`config.mk`:
```
export PLATFORM = sky130hd
export DESIGN_NAME = signature_template_parser
export DESIGN_NICKNAME = d
export VERILOG_FILES = /design/src/rtl/stp_pkg.sv /design/src/rtl/signature_template_parser.sv
export SDC_FILE = /design/constraint.sdc
export NUM_CORES = 1
export LEC_CHECK = 0
export ABC_AREA = 1
export BUFFER_PORTS_ARGS = -buffer_cell sky130_fd_sc_hd__buf_2
export CAP_MARGIN = 5
export CELL_PAD_IN_SITES_DETAIL_PLACEMENT = 0
export CELL_PAD_IN_SITES_GLOBAL_PLACEMENT = 2
export CORE_MARGIN = 10
export CORE_UTILIZATION = 32
export DETAILED_ROUTE_END_ITERATION = 12
export GPL_TIMING_DRIVEN = 0
export PLACE_DENSITY_LB_ADDON = 0.15
export SLEW_MARGIN = 15
export SYNTH_ARGS = -nofsm -noshare
export SYNTH_HDL_FRONTEND = slang
export SYNTH_SLANG_ARGS = --single-unit
```
`constraint.sdc`:
```
create_clock -name i_clk -period 2.8 [get_ports i_clk]
set_input_delay 0.14 -clock i_clk [delete_from_list [all_inputs] [get_ports i_clk]]
set_output_delay 0.14 -clock i_clk [all_outputs]
set_load 0.02 [all_outputs]
```
`src/rtl/stp_pkg.sv`:
```
// Shared types, constants and scale decode for the signature template parser.
// No dependencies.
package stp_pkg;

    typedef enum logic [3:0] {
        PH_SEARCH = 4'd0,
        PH_TAG    = 4'd1,
        PH_XSCALE = 4'd2,
        PH_SKIPXY = 4'd3,
        PH_YSCALE = 4'd4,
        PH_TSCALE = 4'd5,
        PH_MINF   = 4'd6,
        PH_MAXF   = 4'd7,
        PH_SKIP3  = 4'd8,
        PH_LEN    = 4'd9,
        PH_TRIPLE = 4'd10
    } t_phase;

    typedef enum logic {
        CTL_IDLE = 1'b0,
        CTL_DIV  = 1'b1
    } t_ctl;

    localparam logic [3:0] KIND_HEADER = 4'd0;
    localparam logic [3:0] KIND_XSCALE = 4'd1;
    localparam logic [3:0] KIND_YSCALE = 4'd2;
    localparam logic [3:0] KIND_TSCALE = 4'd3;
    localparam logic [3:0] KIND_MINF   = 4'd4;
    localparam logic [3:0] KIND_MAXF   = 4'd5;
    localparam logic [3:0] KIND_LEN    = 4'd6;
    localparam logic [3:0] KIND_X      = 4'd7;
    localparam logic [3:0] KIND_Y      = 4'd8;
    localparam logic [3:0] KIND_FORCE  = 4'd9;

    localparam logic [7:0]  TAG_XY    = 8'h80;
    localparam logic [7:0]  TAG_TIME  = 8'h84;
    localparam logic [7:0]  TAG_FORCE = 8'h60;
    localparam logic [23:0] SDI_SEQ   = 24'h534449;

    localparam int          DIV_BITS    = 10;
    localparam logic [9:0]  DIV_NUMER   = 10'd1000;
    localparam logic [3:0]  DIV_STEPS   = 4'd10;

    localparam logic [1:0]  SLOT_X = 2'd0;
    localparam logic [1:0]  SLOT_Y = 2'd1;
    localparam logic [1:0]  SLOT_F = 2'd2;

    // floor((2048+F) * 2^E / 2^27): shift left by E, keep bits 42..27.
    function automatic logic [15:0] scale_value(input logic [15:0] word);
        logic [42:0] wide;
        wide = 43'({1'b1, word[10:0]}) << word[15:11];
        return wide[42:27];
    endfunction

endpackage

```
`src/rtl/signature_template_parser.sv`:
```
// Signature template parser top level: byte parser, scale decode and
// serial divider for the sample interval. Depends on stp_pkg.
//
// Takes one template byte per word on the input channel and gives at most
// one decoded item per byte. The parser hunts for the byte sequence "SDI",
// then reads tags: 0x80 (X scale, skip byte, Y scale), 0x84 (time scale),
// 0x60 (min force, max force, three skipped bytes, record length, then
// endless x/y/force triples). Words are big-endian. Scale words are decoded
// to floor((1+F/2048)*2^(E-16)). Throughput is one byte per cycle while
// the output is not stalled, except that the byte completing a time-scale
// word starts a restoring divider that forms 1000/scale one quotient bit
// per cycle; the input stalls until it ends (none if the scale is zero). A
// restart bit on a byte resets every parser register, the sample interval
// included, before that byte is parsed. Results sit in an output register;
// with the divider idle, a new byte is taken in the cycle the result drains.
module signature_template_parser
    import stp_pkg::*;
(
    input  logic        i_clk,
    input  logic        i_rst_n,
    input  logic        i_in_valid,
    output logic        o_in_stall,
    input  logic [7:0]  i_data_byte,
    input  logic        i_restart,
    output logic        o_out_valid,
    input  logic        i_out_stall,
    output logic [3:0]  o_item_kind,
    output logic [15:0] o_item_value,
    output logic [9:0]  o_sample_time
);

    // parser state
    t_phase      r_phase,   n_phase;
    logic [2:0]  r_pos,     n_pos;
    logic [7:0]  r_high,    n_high;
    logic [15:0] r_hist,    n_hist;
    logic [9:0]  r_intv,    n_intv;
    logic        r_first,   n_first;
    logic [1:0]  r_slot,    n_slot;

    // divider
    t_ctl        r_ctl,     n_ctl;
    logic [15:0] r_dvsr,    n_dvsr;
    logic [15:0] r_rem,     n_rem;
    logic [9:0]  r_quo,     n_quo;
    logic [3:0]  r_cnt,     n_cnt;

    // output register
    logic        r_out_vld;
    logic [3:0]  r_kind;
    logic [15:0] r_value;
    logic [9:0]  r_time;

    logic        in_acc;
    logic        emit;
    logic [3:0]  e_kind;
    logic [15:0] e_value;
    logic [9:0]  e_time;

    // effective state after an optional restart
    t_phase      c_phase;
    logic [2:0]  c_pos;
    logic [7:0]  c_high;
    logic [15:0] c_hist;
    logic [9:0]  c_intv;
    logic        c_first;
    logic [1:0]  c_slot;
    logic [23:0] seq;
    logic [15:0] word;
    logic [15:0] scale;
    logic        start_div;

    logic [16:0] trial;
    logic        q_bit;

    assign o_in_stall = (r_ctl != CTL_IDLE) || (r_out_vld && i_out_stall);
    assign in_acc     = i_in_valid && !o_in_stall;

    assign c_phase = i_restart ? PH_SEARCH : r_phase;
    assign c_pos   = i_restart ? 3'd0      : r_pos;
    assign c_high  = i_restart ? 8'd0      : r_high;
    assign c_hist  = i_restart ? 16'd0     : r_hist;
    assign c_intv  = i_restart ? 10'd0     : r_intv;
    assign c_first = i_restart ? 1'b1      : r_first;
    assign c_slot  = i_restart ? SLOT_X    : r_slot;

    assign seq   = {c_hist, i_data_byte};
    assign word  = {c_high, i_data_byte};
    assign scale = scale_value(word);

    // next parser state
    always_comb begin
        n_phase   = r_phase;
        n_pos     = r_pos;
        n_high    = r_high;
        n_hist    = r_hist;
        n_intv    = r_intv;
        n_first   = r_first;
        n_slot    = r_slot;
        start_div = 1'b0;
        if (in_acc) begin
            n_phase = c_phase;
            n_pos   = c_pos;
            n_high  = c_high;
            n_hist  = c_hist;
            n_intv  = c_intv;
            n_first = c_first;
            n_slot  = c_slot;
            case (c_phase)
                PH_SEARCH: begin
                    n_hist = seq[15:0];
                    if (seq == SDI_SEQ) begin
                        n_phase = PH_TAG;
                        n_pos   = 3'd0;
                    end
                end
                PH_TAG: begin
                    n_pos = 3'd0;
                    if (i_data_byte == TAG_XY) begin
                        n_phase = PH_XSCALE;
                    end else if (i_data_byte == TAG_TIME) begin
                        n_phase = PH_TSCALE;
                    end else if (i_data_byte == TAG_FORCE) begin
                        n_phase = PH_MINF;
                        n_first = 1'b1;
                    end
                end
                PH_SKIPXY: begin
                    n_phase = PH_YSCALE;
                    n_pos   = 3'd0;
                end
                PH_SKIP3: begin
                    if (c_pos >= 3'd2) begin
                        n_phase = PH_LEN;
                        n_pos   = 3'd0;
                    end else begin
                        n_pos = c_pos + 3'd1;
                    end
                end
                PH_XSCALE, PH_YSCALE, PH_TSCALE, PH_MINF, PH_MAXF, PH_LEN,
                PH_TRIPLE: begin
                    if (c_pos == 3'd0) begin
                        n_high = i_data_byte;
                        n_pos  = 3'd1;
                    end else begin
                        n_pos = 3'd0;
                        case (c_phase)
                            PH_XSCALE: n_phase = PH_SKIPXY;
                            PH_YSCALE: n_phase = PH_TAG;
                            PH_TSCALE: begin
                                n_phase   = PH_TAG;
                                n_intv    = 10'd0;
                                start_div = (scale != 16'd0);
                            end
                            PH_MINF:   n_phase = PH_MAXF;
                            PH_MAXF:   n_phase = PH_SKIP3;
                            PH_LEN: begin
                                n_phase = PH_TRIPLE;
                                n_slot  = SLOT_X;
                            end
                            PH_TRIPLE: begin
                                if (c_slot == SLOT_X) begin
                                    n_first = 1'b0;
                                    n_slot  = SLOT_Y;
                                end else if (c_slot == SLOT_Y) begin
                                    n_slot = SLOT_F;
                                end else begin
                                    n_slot = SLOT_X;
                                end
                            end
                            default: n_phase = PH_SEARCH;
                        endcase
                    end
                end
                default: begin
                    n_phase = PH_SEARCH;
                    n_hist  = 16'd0;
                end
            endcase
        end
        // divider finishing writes the interval; input is stalled then
        if (r_ctl == CTL_DIV && r_cnt == 4'd1) begin
            n_intv = n_quo;
        end
    end

    // item produced by the accepted byte
    always_comb begin
        emit    = 1'b0;
        e_kind  = KIND_HEADER;
        e_value = 16'd0;
        e_time  = 10'd0;
        case (c_phase)
            PH_SEARCH: emit = (seq == SDI_SEQ);
            PH_XSCALE, PH_YSCALE, PH_TSCALE, PH_MINF, PH_MAXF, PH_LEN,
            PH_TRIPLE: begin
                emit    = (c_pos != 3'd0);
                e_value = word;
                case (c_phase)
                    PH_XSCALE: begin
                        e_kind  = KIND_XSCALE;
                        e_value = scale;
                    end
                    PH_YSCALE: begin
                        e_kind  = KIND_YSCALE;
                        e_value = scale;
                    end
                    PH_TSCALE: begin
                        e_kind  = KIND_TSCALE;
                        e_value = scale;
                    end
                    PH_MINF:   e_kind = KIND_MINF;
                    PH_MAXF:   e_kind = KIND_MAXF;
                    PH_LEN:    e_kind = KIND_LEN;
                    default: begin
                        if (c_slot == SLOT_X) begin
                            e_kind = KIND_X;
                            e_time = c_first ? 10'd0 : c_intv;
                        end else if (c_slot == SLOT_Y) begin
                            e_kind = KIND_Y;
                        end else begin
                            e_kind = KIND_FORCE;
                        end
                    end
                endcase
            end
            default: emit = 1'b0;
        endcase
    end

    // restoring divider: one quotient bit of 1000/scale per cycle
    assign trial = {r_rem, DIV_NUMER[r_cnt - 4'd1]};
    assign q_bit = (trial >= {1'b0, r_dvsr});

    always_comb begin
        n_ctl  = r_ctl;
        n_dvsr = r_dvsr;
        n_rem  = r_rem;
        n_quo  = r_quo;
        n_cnt  = r_cnt;
        case (r_ctl)
            CTL_IDLE: begin
                if (start_div) begin
                    n_ctl  = CTL_DIV;
                    n_dvsr = scale;
                    n_rem  = 16'd0;
                    n_quo  = 10'd0;
                    n_cnt  = DIV_STEPS;
                end
            end
            CTL_DIV: begin
                n_rem = q_bit ? 16'(trial - {1'b0, r_dvsr}) : trial[15:0];
                n_quo = {r_quo[DIV_BITS-2:0], q_bit};
                n_cnt = r_cnt - 4'd1;
                if (r_cnt == 4'd1) begin
                    n_ctl = CTL_IDLE;
                end
            end
            default: n_ctl = CTL_IDLE;
        endcase
    end

    always_ff @(posedge i_clk) begin
        if (!i_rst_n) begin
            r_phase   <= PH_SEARCH;
            r_pos     <= 3'd0;
            r_high    <= 8'd0;
            r_hist    <= 16'd0;
            r_intv    <= 10'd0;
            r_first   <= 1'b1;
            r_slot    <= SLOT_X;
            r_ctl     <= CTL_IDLE;
            r_cnt     <= 4'd0;
            r_out_vld <= 1'b0;
        end else begin
            r_phase <= n_phase;
            r_pos   <= n_pos;
            r_high  <= n_high;
            r_hist  <= n_hist;
            r_intv  <= n_intv;
            r_first <= n_first;
            r_slot  <= n_slot;
            r_ctl   <= n_ctl;
            r_cnt   <= n_cnt;
            if (in_acc && emit) begin
                r_out_vld <= 1'b1;
            end else if (!i_out_stall) begin
                r_out_vld <= 1'b0;
            end
        end
    end

    always_ff @(posedge i_clk) begin
        r_dvsr <= n_dvsr;
        r_rem  <= n_rem;
        r_quo  <= n_quo;
        if (in_acc && emit) begin
            r_kind  <= e_kind;
            r_value <= e_value;
            r_time  <= e_time;
        end
    end

    assign o_out_valid   = r_out_vld;
    assign o_item_kind   = r_kind;
    assign o_item_value  = r_value;
    assign o_sample_time = r_time;

endmodule

```
* Yosys cells after proc, flatten, opt, wreduce, memory -nomap -nowiden *
Memory sizes are Yosys's and may differ from the RTL's.
Index checks and enable logic that the tools add are counted.

word-level totals
  flip-flop bits (word level) = 122
  bits in latches = 0
  memory bits (writable) = 0
  ROM bits = 16
  bits of input ports = 13
  output and inout bits = 32
  memories kept = 1

memory list
  name             words  width  read ports  clocked after memory_dff  wr ports  line                              RTL
  (no name shown)  16     1      1           0                         0         signature_template_parser.sv:232  assign trial = {r_rem, DIV_NUMER[r_cnt - 4'd1]};

cells by class
  add/subtract/negate cells = 3
  multipliers = 0
  div/mod/pow operators = 0
  magnitude comparators = 3
  eq/ne operators = 18
  shift-type cells = 1
  muxes and demuxes = 61
  bitwise operators = 3
  reductions and logical operators = 19

operators with widths
  cell                                              number
  two-way mux 10 bit                                7
  two-way mux 16 bit                                4
  one-hot mux 16 bit (2 select lines)               2
  one-hot mux 4 bit (6 select lines)                2
  left shift 12 x 5 -> 43 bit                       1
  two-way mux 4 bit                                 9
  == test 24 x 23 -> 1 bit (second input constant)  1
  two-way mux 8 bit                                 3
  one-hot mux 10 bit (2 select lines)               1
  one-hot mux 4 bit (5 select lines)                1
  two-way mux 1 bit                                 18
  greater-or-equal comparator 17 x 16 -> 1 bit      1
  == test 4 x 3 -> 1 bit (second input constant)    4
  == test 8 bit (second input constant)             2
  nonzero test 16 bit                               1
  subtractor 16 bit                                 1
  == test 4 bit (second input constant)             3
  one-hot mux 3 bit (4 select lines)                1
  two-way mux 2 bit                                 5
  OR reduction 10 bit                               1
  two-way mux 3 bit                                 3
  OR reduction 9 bit                                1
  == test 4 x 1 -> 1 bit (second input constant)    2
  == test 4 x 2 -> 1 bit (second input constant)    2
  other kinds (24)                                  32

* Logic depth before layout (Yosys ltp) *
  depth in word-level cells = 10
  depth in mapped cells = 17

* Least setup slack after synthesis *
OpenSTA, ideal clock, no wires.

  path kind = input-to-reg
  from = input i_restart
  to = register r_dvsr[0], enable pin
  library setup time = 0.409 ns
  data arrival time = 2.309 ns
  required time = 2.391 ns
  path slack = 0.082 ns
  stages = 8
  buffers on the path = 2
  cells stage by stage = buf_6 > buf_2 > nor2_1 > inv_1 > ha_1 > o21ai_2 > nand3_1 > nor3_1

between the ends
  cells in the longest elaborated chain, start to end = 8
  elaborated cells between the ends (all ways) = 19
  classes of those cells = eq/ne (7); shift (1); mux (7); reduce/logical (4)

RTL lines
  item                               line                              RTL
  from (decl)                        signature_template_parser.sv:24   input logic i_restart,
  two-way mux 8 bit                  signature_template_parser.sv:81   assign c_high = i_restart ? 8'd0 : r_high;
  left shift 12 x 5 -> 43 bit        stp_pkg.sv:51                     wide = 43'({1'b1, word[10:0]}) << word[15:11];
  nonzero test 16 bit                signature_template_parser.sv:153  start_div = (scale != 16'd0);
  two-way mux 1 bit                  signature_template_parser.sv:147  case (c_phase)
  two-way mux 1 bit                  signature_template_parser.sv:142  if (c_pos == 3'd0) begin
  two-way mux 1 bit (*)              signature_template_parser.sv:109  case (c_phase)
  two-way mux 1 bit (*)              signature_template_parser.sv:101  if (in_acc) begin
  AND reduction 2 bit (no line) (*)  --
  to (signal assigned)               signature_template_parser.sv:294  r_dvsr <= n_dvsr;
  to (decl)                          signature_template_parser.sv:43   logic [15:0] r_dvsr, n_dvsr;

Every way passes the cells marked *; elsewhere a longest branch is shown, timed or not.
A chain may end at the register's enable or synchronous reset.

* Final worst setup path *
  from = register r_cnt[0]
  to = register r_rem[14], data pin

between the ends
  cells in the longest elaborated chain, start to end = 6
  elaborated cells between the ends (all ways) = 7
  classes of those cells = add/sub (2); order compare (1); mux (3); memory (1)

RTL lines
  item                                                                                      line                                                                RTL
  from (decl)                                                                               signature_template_parser.sv:46                                     logic [3:0] r_cnt, n_cnt;
  from (signal assigned)                                                                    signature_template_parser.sv:284                                    r_cnt <= n_cnt;
  subtractor 4 x 1 -> 4 bit (*)                                                             signature_template_parser.sv:232
  memory (16 x 1 bit) (*)                                                                   --
  two-way mux 1 bit (not written as such) (*)                                               signature_template_parser.sv:232
  subtractor 16 bit / greater-or-equal comparator 17 x 16 -> 1 bit (equally long branches)  signature_template_parser.sv:252, signature_template_parser.sv:233
  two-way mux 16 bit (*)                                                                    signature_template_parser.sv:252                                    n_rem = q_bit ? 16'(trial - {1'b0, r_dvsr}) : trial[15:0];
  one-hot mux 16 bit (2 select lines) (*)                                                   signature_template_parser.sv:241                                    case (r_ctl)
  to (signal assigned)                                                                      signature_template_parser.sv:295                                    r_rem <= n_rem;
  to (decl)                                                                                 signature_template_parser.sv:44                                     logic [15:0] r_rem, n_rem;

Every way passes the cells marked *; elsewhere a longest branch is shown, timed or not. The select of a mux whose other input is x is not followed.

==> metrics.log <==
INFO  metric netlist-cell-type-count = 45
INFO  metric post_dp_cell_area = 7750 um^2
INFO  metric cts.sink_count = 122
INFO  metric overflow = 0
INFO  metric pre_cts_slack = between 0.1 and 0.15 ns
INFO  metric seqPwrFrac = 43.8%
INFO  metric synth.yosys.seq_area_share = 42.7%
INFO  metric worst_ep_required_time = 3.07 ns
INFO  metric core = 22,000 um^2
INFO  metric worst-endpoint-arrival = 2.79 ns
INFO  metric design_power_total = 4.41 mW
INFO  metric vdd_drop_max = 342 uV
INFO  metric drtIter0Drc = 392
INFO  metric flow.area_growth_from_synthesis = 16.2%
INFO  metric net-switching-power = 1.23 mW
INFO  metric buffers_on_ports = 43
INFO  metric hold_viol_final = 0
INFO  metric floorplan.initialDensity = 32.7%
INFO  metric placementRows = 54
INFO  metric layout-drive-gt1-share = 12.3%
INFO  metric critical_path.slowest_cell = sky130_fd_sc_hd__fa_1
INFO  metric n_antenna_cell = 0
INFO  metric drt_wl_total = 22.9 mm
INFO  metric netlist_top_cells_area = sky130_fd_sc_hd__edfxtp_1 (26%), sky130_fd_sc_hd__dfxtp_1 (17%), sky130_fd_sc_hd__nand2_1 (12%), sky130_fd_sc_hd__o21ai_0 (7.0%), sky130_fd_sc_hd__inv_1 (5.9%)
INFO  metric critPathMaxFanout = 5
INFO  metric synth-edff-count = 62
INFO  metric cts_root_buffer = sky130_fd_sc_hd__clkbuf_16
INFO  metric worst-slew-pin-transition = about 0.64 ns
INFO  metric inserted_clock_buffers = 17
INFO  metric finish.net_count = 1,058
INFO  metric final.hold.worst_slack = roughly 0.019 ns
INFO  metric leakagePower = 3.41 nW
INFO  metric die_width = 170 um
INFO  metric ant_nets = 0
INFO  metric insertion_delay = 0.43 ns
INFO  metric setup.worst_path.start_class = flip-flop
INFO  metric slew_headroom = 56.9%
INFO  metric synthCells = 960
INFO  metric layout.core_utilization = 38.0%
INFO  metric cts_h_tree_depth = 4
INFO  metric worst_hold_path_type = input pin to flip-flop
INFO  metric end_kind = flip-flop
INFO  metric status = finished, final reports clean
INFO  metric final_period_minus_worst_setup_slack = 2.52 ns
INFO  metric fin_setup_tns = 0 ns
INFO  metric clock_tree_skew_after_final_layout = 0.0167 ns
INFO  metric cellInternalPower = approximately 3.2 mW
INFO  metric wire_per_inst = 17.4 um
INFO  metric initial_antenna_violation_count = 0
INFO  metric place.detailed.instances = 1,284
INFO  metric cellPowerDensity = 528 nW/um^2
INFO  metric grt_first_pass_wirelength = 36.8 mm
INFO  metric endpoints_failing_setup = 0
INFO  metric yosysWarnings = 0
INFO  metric rsz0062_at_grt = false
INFO  metric ctsLongestPathBuffers = 2
INFO  metric postLayoutCellArea = 8340 um^2
INFO  metric synth_ff_type = sky130_fd_sc_hd__edfxtp_1
INFO  metric number_of_global_route_vias_before_repair = around 6.6k
INFO  metric viasPerCell = about 5
INFO  metric drt_first_pass_iters = 5
INFO  metric die_area = 28,800 um^2
INFO  metric postSynthNetCount = 994
INFO  metric synth-seq-cells = ~120
INFO  metric synthesis.area_per_instance = 7.47 um^2
INFO  metric grt_use_total = 16.2%
INFO  metric place_hpwl = 17.4 mm
INFO  metric tritoncts = yes
INFO  metric synthDominantAreaCellType = sky130_fd_sc_hd__edfxtp_1
INFO  metric timing.critical_path.cells = nor2_1 > a21oi_1 > nand2_1 > inv_1 > ha_1 > fa_1 > o21ai_1 > nand3_1 > nand2_1 > nand3_1 > a21oi_1 > nor2_1 > a21oi_1
INFO  metric critical_path_class = flip-flop to flip-flop
INFO  metric synthArstFlopShare = 0%
INFO  metric max-cap-violations = 0
INFO  metric detail_route.drc_violations = 0
INFO  metric layout.filler_cells = 2,352
INFO  metric grt_max_degree = 31
INFO  metric max_freq = between 0.3 and 0.4 GHz
INFO  metric max_stage_delay = about 0.44 ns
INFO  metric final_number_of_max_transition_violations = 0
INFO  metric post-route-period-util = 90.0%
INFO  metric synth.cell_area = 7170 um^2
INFO  metric critPathMostFrequentCell = sky130_fd_sc_hd__a21oi_1
INFO  metric gp_congestion = approximately 0.85
INFO  metric via_count_of_the_routed_design = 6,583
INFO  metric power.share.combinational = 6.6%
INFO  metric cts.clk_slew.worst_paths = approximately 0.070 ns
INFO  metric floorplan.io_pins = between 40 and 50
INFO  metric pwr-share-clk = 49.6%
INFO  metric netSwitchingFraction = 27.8%
INFO  metric fin_ws = 0.281 ns
INFO  metric final-instance-count-excl-fill = 1,317
INFO  metric cts_setup_buffers = 0
INFO  metric netlist.area_leader.share = 26.0%
INFO  metric die_height = ~170 um
-- kinds of logic after synthesis --
group                    count (synthesis)  share of synthesized area (%)
multiplexers                             1                          0.140
adder cells (fa/ha/maj)                 21                           3.77
XOR/XNOR                                12                           1.46
flip-flops                             122                           42.7
AO/OA/AOI/OAI                          237                           17.8
AND/OR/NAND/NOR                        411                           24.7
buffers and inverters                  156                           9.40
-- placed cells by master (no fill, tap or decap), types with 3 or more instances in the layout --
cell | Yosys | layout
sky130_fd_sc_hd__edfxtp_1 | 62 | 62
sky130_fd_sc_hd__o211ai_1 | 3 | 3
sky130_fd_sc_hd__xnor2_1 | 7 | 7
sky130_fd_sc_hd__nor3_1 | 10 | 9
sky130_fd_sc_hd__inv_6 | 0 | 6
sky130_fd_sc_hd__a31oi_1 | 25 | 25
sky130_fd_sc_hd__o22ai_1 | 5 | 5
sky130_fd_sc_hd__o21ai_1 | 10 | 11
sky130_fd_sc_hd__inv_1 | 113 | 112
sky130_fd_sc_hd__buf_2 | 8 | 51
sky130_fd_sc_hd__inv_8 | 0 | 5
sky130_fd_sc_hd__buf_6 | 7 | 7
sky130_fd_sc_hd__ha_1 | 20 | 20
sky130_fd_sc_hd__o21a_1 | 4 | 4
sky130_fd_sc_hd__o21ai_0 | 101 | 100
sky130_fd_sc_hd__nand2_1 | 232 | 232
sky130_fd_sc_hd__buf_4 | 2 | 3
sky130_fd_sc_hd__nand4_1 | 13 | 13
sky130_fd_sc_hd__nor2_4 | 3 | 3
sky130_fd_sc_hd__nand2_2 | 9 | 9
sky130_fd_sc_hd__dfxtp_1 | 60 | 60
sky130_fd_sc_hd__clkinv_1 | 3 | 3
sky130_fd_sc_hd__nor2_1 | 81 | 81
sky130_fd_sc_hd__clkbuf_16 | 0 | 17
sky130_fd_sc_hd__xor2_1 | 5 | 5
sky130_fd_sc_hd__nand3_1 | 47 | 47
sky130_fd_sc_hd__clkbuf_1 | 15 | 15
sky130_fd_sc_hd__a21oi_1 | 81 | 81
sky130_fd_sc_hd__inv_2 | 4 | 4
-- power by group through the flow --
stage	sequential [mW]	combinational (mW)	clock, mW
6_report	1.93	0.292	2.18
5_1_grt	1.93	0.330	2.30
4_1_cts	1.93	0.292	2.22
3_5_place_dp	1.97	0.289	0
3_3_place_gp	1.97	0.292	0
2_1_floorplan	1.96	0.192	0
-- Yosys cell counts, types with 3 or more instances --
master                     count
sky130_fd_sc_hd__a21oi_1      81
sky130_fd_sc_hd__a31oi_1      25
sky130_fd_sc_hd__buf_2         8
sky130_fd_sc_hd__buf_6         7
sky130_fd_sc_hd__clkbuf_1     15
sky130_fd_sc_hd__clkinv_1      3
sky130_fd_sc_hd__dfxtp_1      60
sky130_fd_sc_hd__edfxtp_1     62
sky130_fd_sc_hd__ha_1         20
sky130_fd_sc_hd__inv_1       113
sky130_fd_sc_hd__inv_2         4
sky130_fd_sc_hd__nand2_1     232
sky130_fd_sc_hd__nand2_2       9
sky130_fd_sc_hd__nand3_1      47
sky130_fd_sc_hd__nand4_1      13
sky130_fd_sc_hd__nor2_1       81
sky130_fd_sc_hd__nor2_4        3
sky130_fd_sc_hd__nor3_1       10
sky130_fd_sc_hd__o211ai_1      3
sky130_fd_sc_hd__o21a_1        4
sky130_fd_sc_hd__o21ai_0     101
sky130_fd_sc_hd__o21ai_1      10
sky130_fd_sc_hd__o22ai_1       5
sky130_fd_sc_hd__xnor2_1       7
sky130_fd_sc_hd__xor2_1        5
-- final cells by class --
| class | count | area (um^2) | area share [%] |
|---|---|---|---|
| buffer | 35 | 218 | 2.61 |
| timing repair buffer | 45 | 233 | 2.79 |
| clock inverter | 15 | 150 | 1.80 |
| sequential | 122 | 3060 | 36.7 |
| multi-input combinational | 682 | 3440 | 41.3 |
| tap | 280 | 350 | 4.20 |
| inverter | 121 | 458 | 5.49 |
| clock buffer | 17 | 425 | 5.10 |
-- final timing paths --
path / startpoint / to / slack, ns / cells after the start
setup / recovery: r_cnt[0]$_SDFFE_PN0P_ / r_rem[14]$_SDFFCE_PN0P_ / 0.28 / 13
hold / removal: i_rst_n / r_slot[0]$_SDFFE_PN0P_ / 0.02 / 3
setup reg to reg: r_cnt[0]$_SDFFE_PN0P_ / r_rem[14]$_SDFFCE_PN0P_ / 0.28 / 13
hold reg to reg: r_intv[7]$_SDFFE_PN0P_ / r_intv[7]$_SDFFE_PN0P_ / 0.47 / 2
-- critical path: cells and delay by family, from the launching register on --
kind,cells,cell delay [ns]
fa+ha+maj,2,0.63
flops,1,0.35
compound gates,4,0.69
buf+inv,1,0.04
simple gates,6,0.67
-- repair_timing --
| item | 4_1_cts | 5_1_grt |
|---|---|---|
| endpoints found under the hold margin | 1 | 0 |
| endpoints found under the setup margin | 0 | 10 |
| resized for setup | 0 | 2 |
| hold buffers | 1 | 0 |
-- metal layers --
layer | wire, um | share of wire [%] | global-route usage [%]
met1 | 11000 | 48 | 21.0
met2 | 11000 | 48 | 27.2
met3 | 699 | 3.1 | 2.88
met4 | 169 | 0.74 | 3.93
met5 | 0 | 0 | 0
-- registers in the layout (all words and copies together), names as in the netlist --
signal / count
o_item_kind: 4
o_item_value: 16
o_out_valid: 1
o_sample_time: 10
r_cnt: 4
r_ctl: 1
r_dvsr: 16
r_first: 1
r_high: 8
r_hist: 16
r_intv: 10
r_phase: 4
r_pos: 3
r_quo: 10
r_rem: 16
r_slot: 2
(Power assumes the default switching activity.)
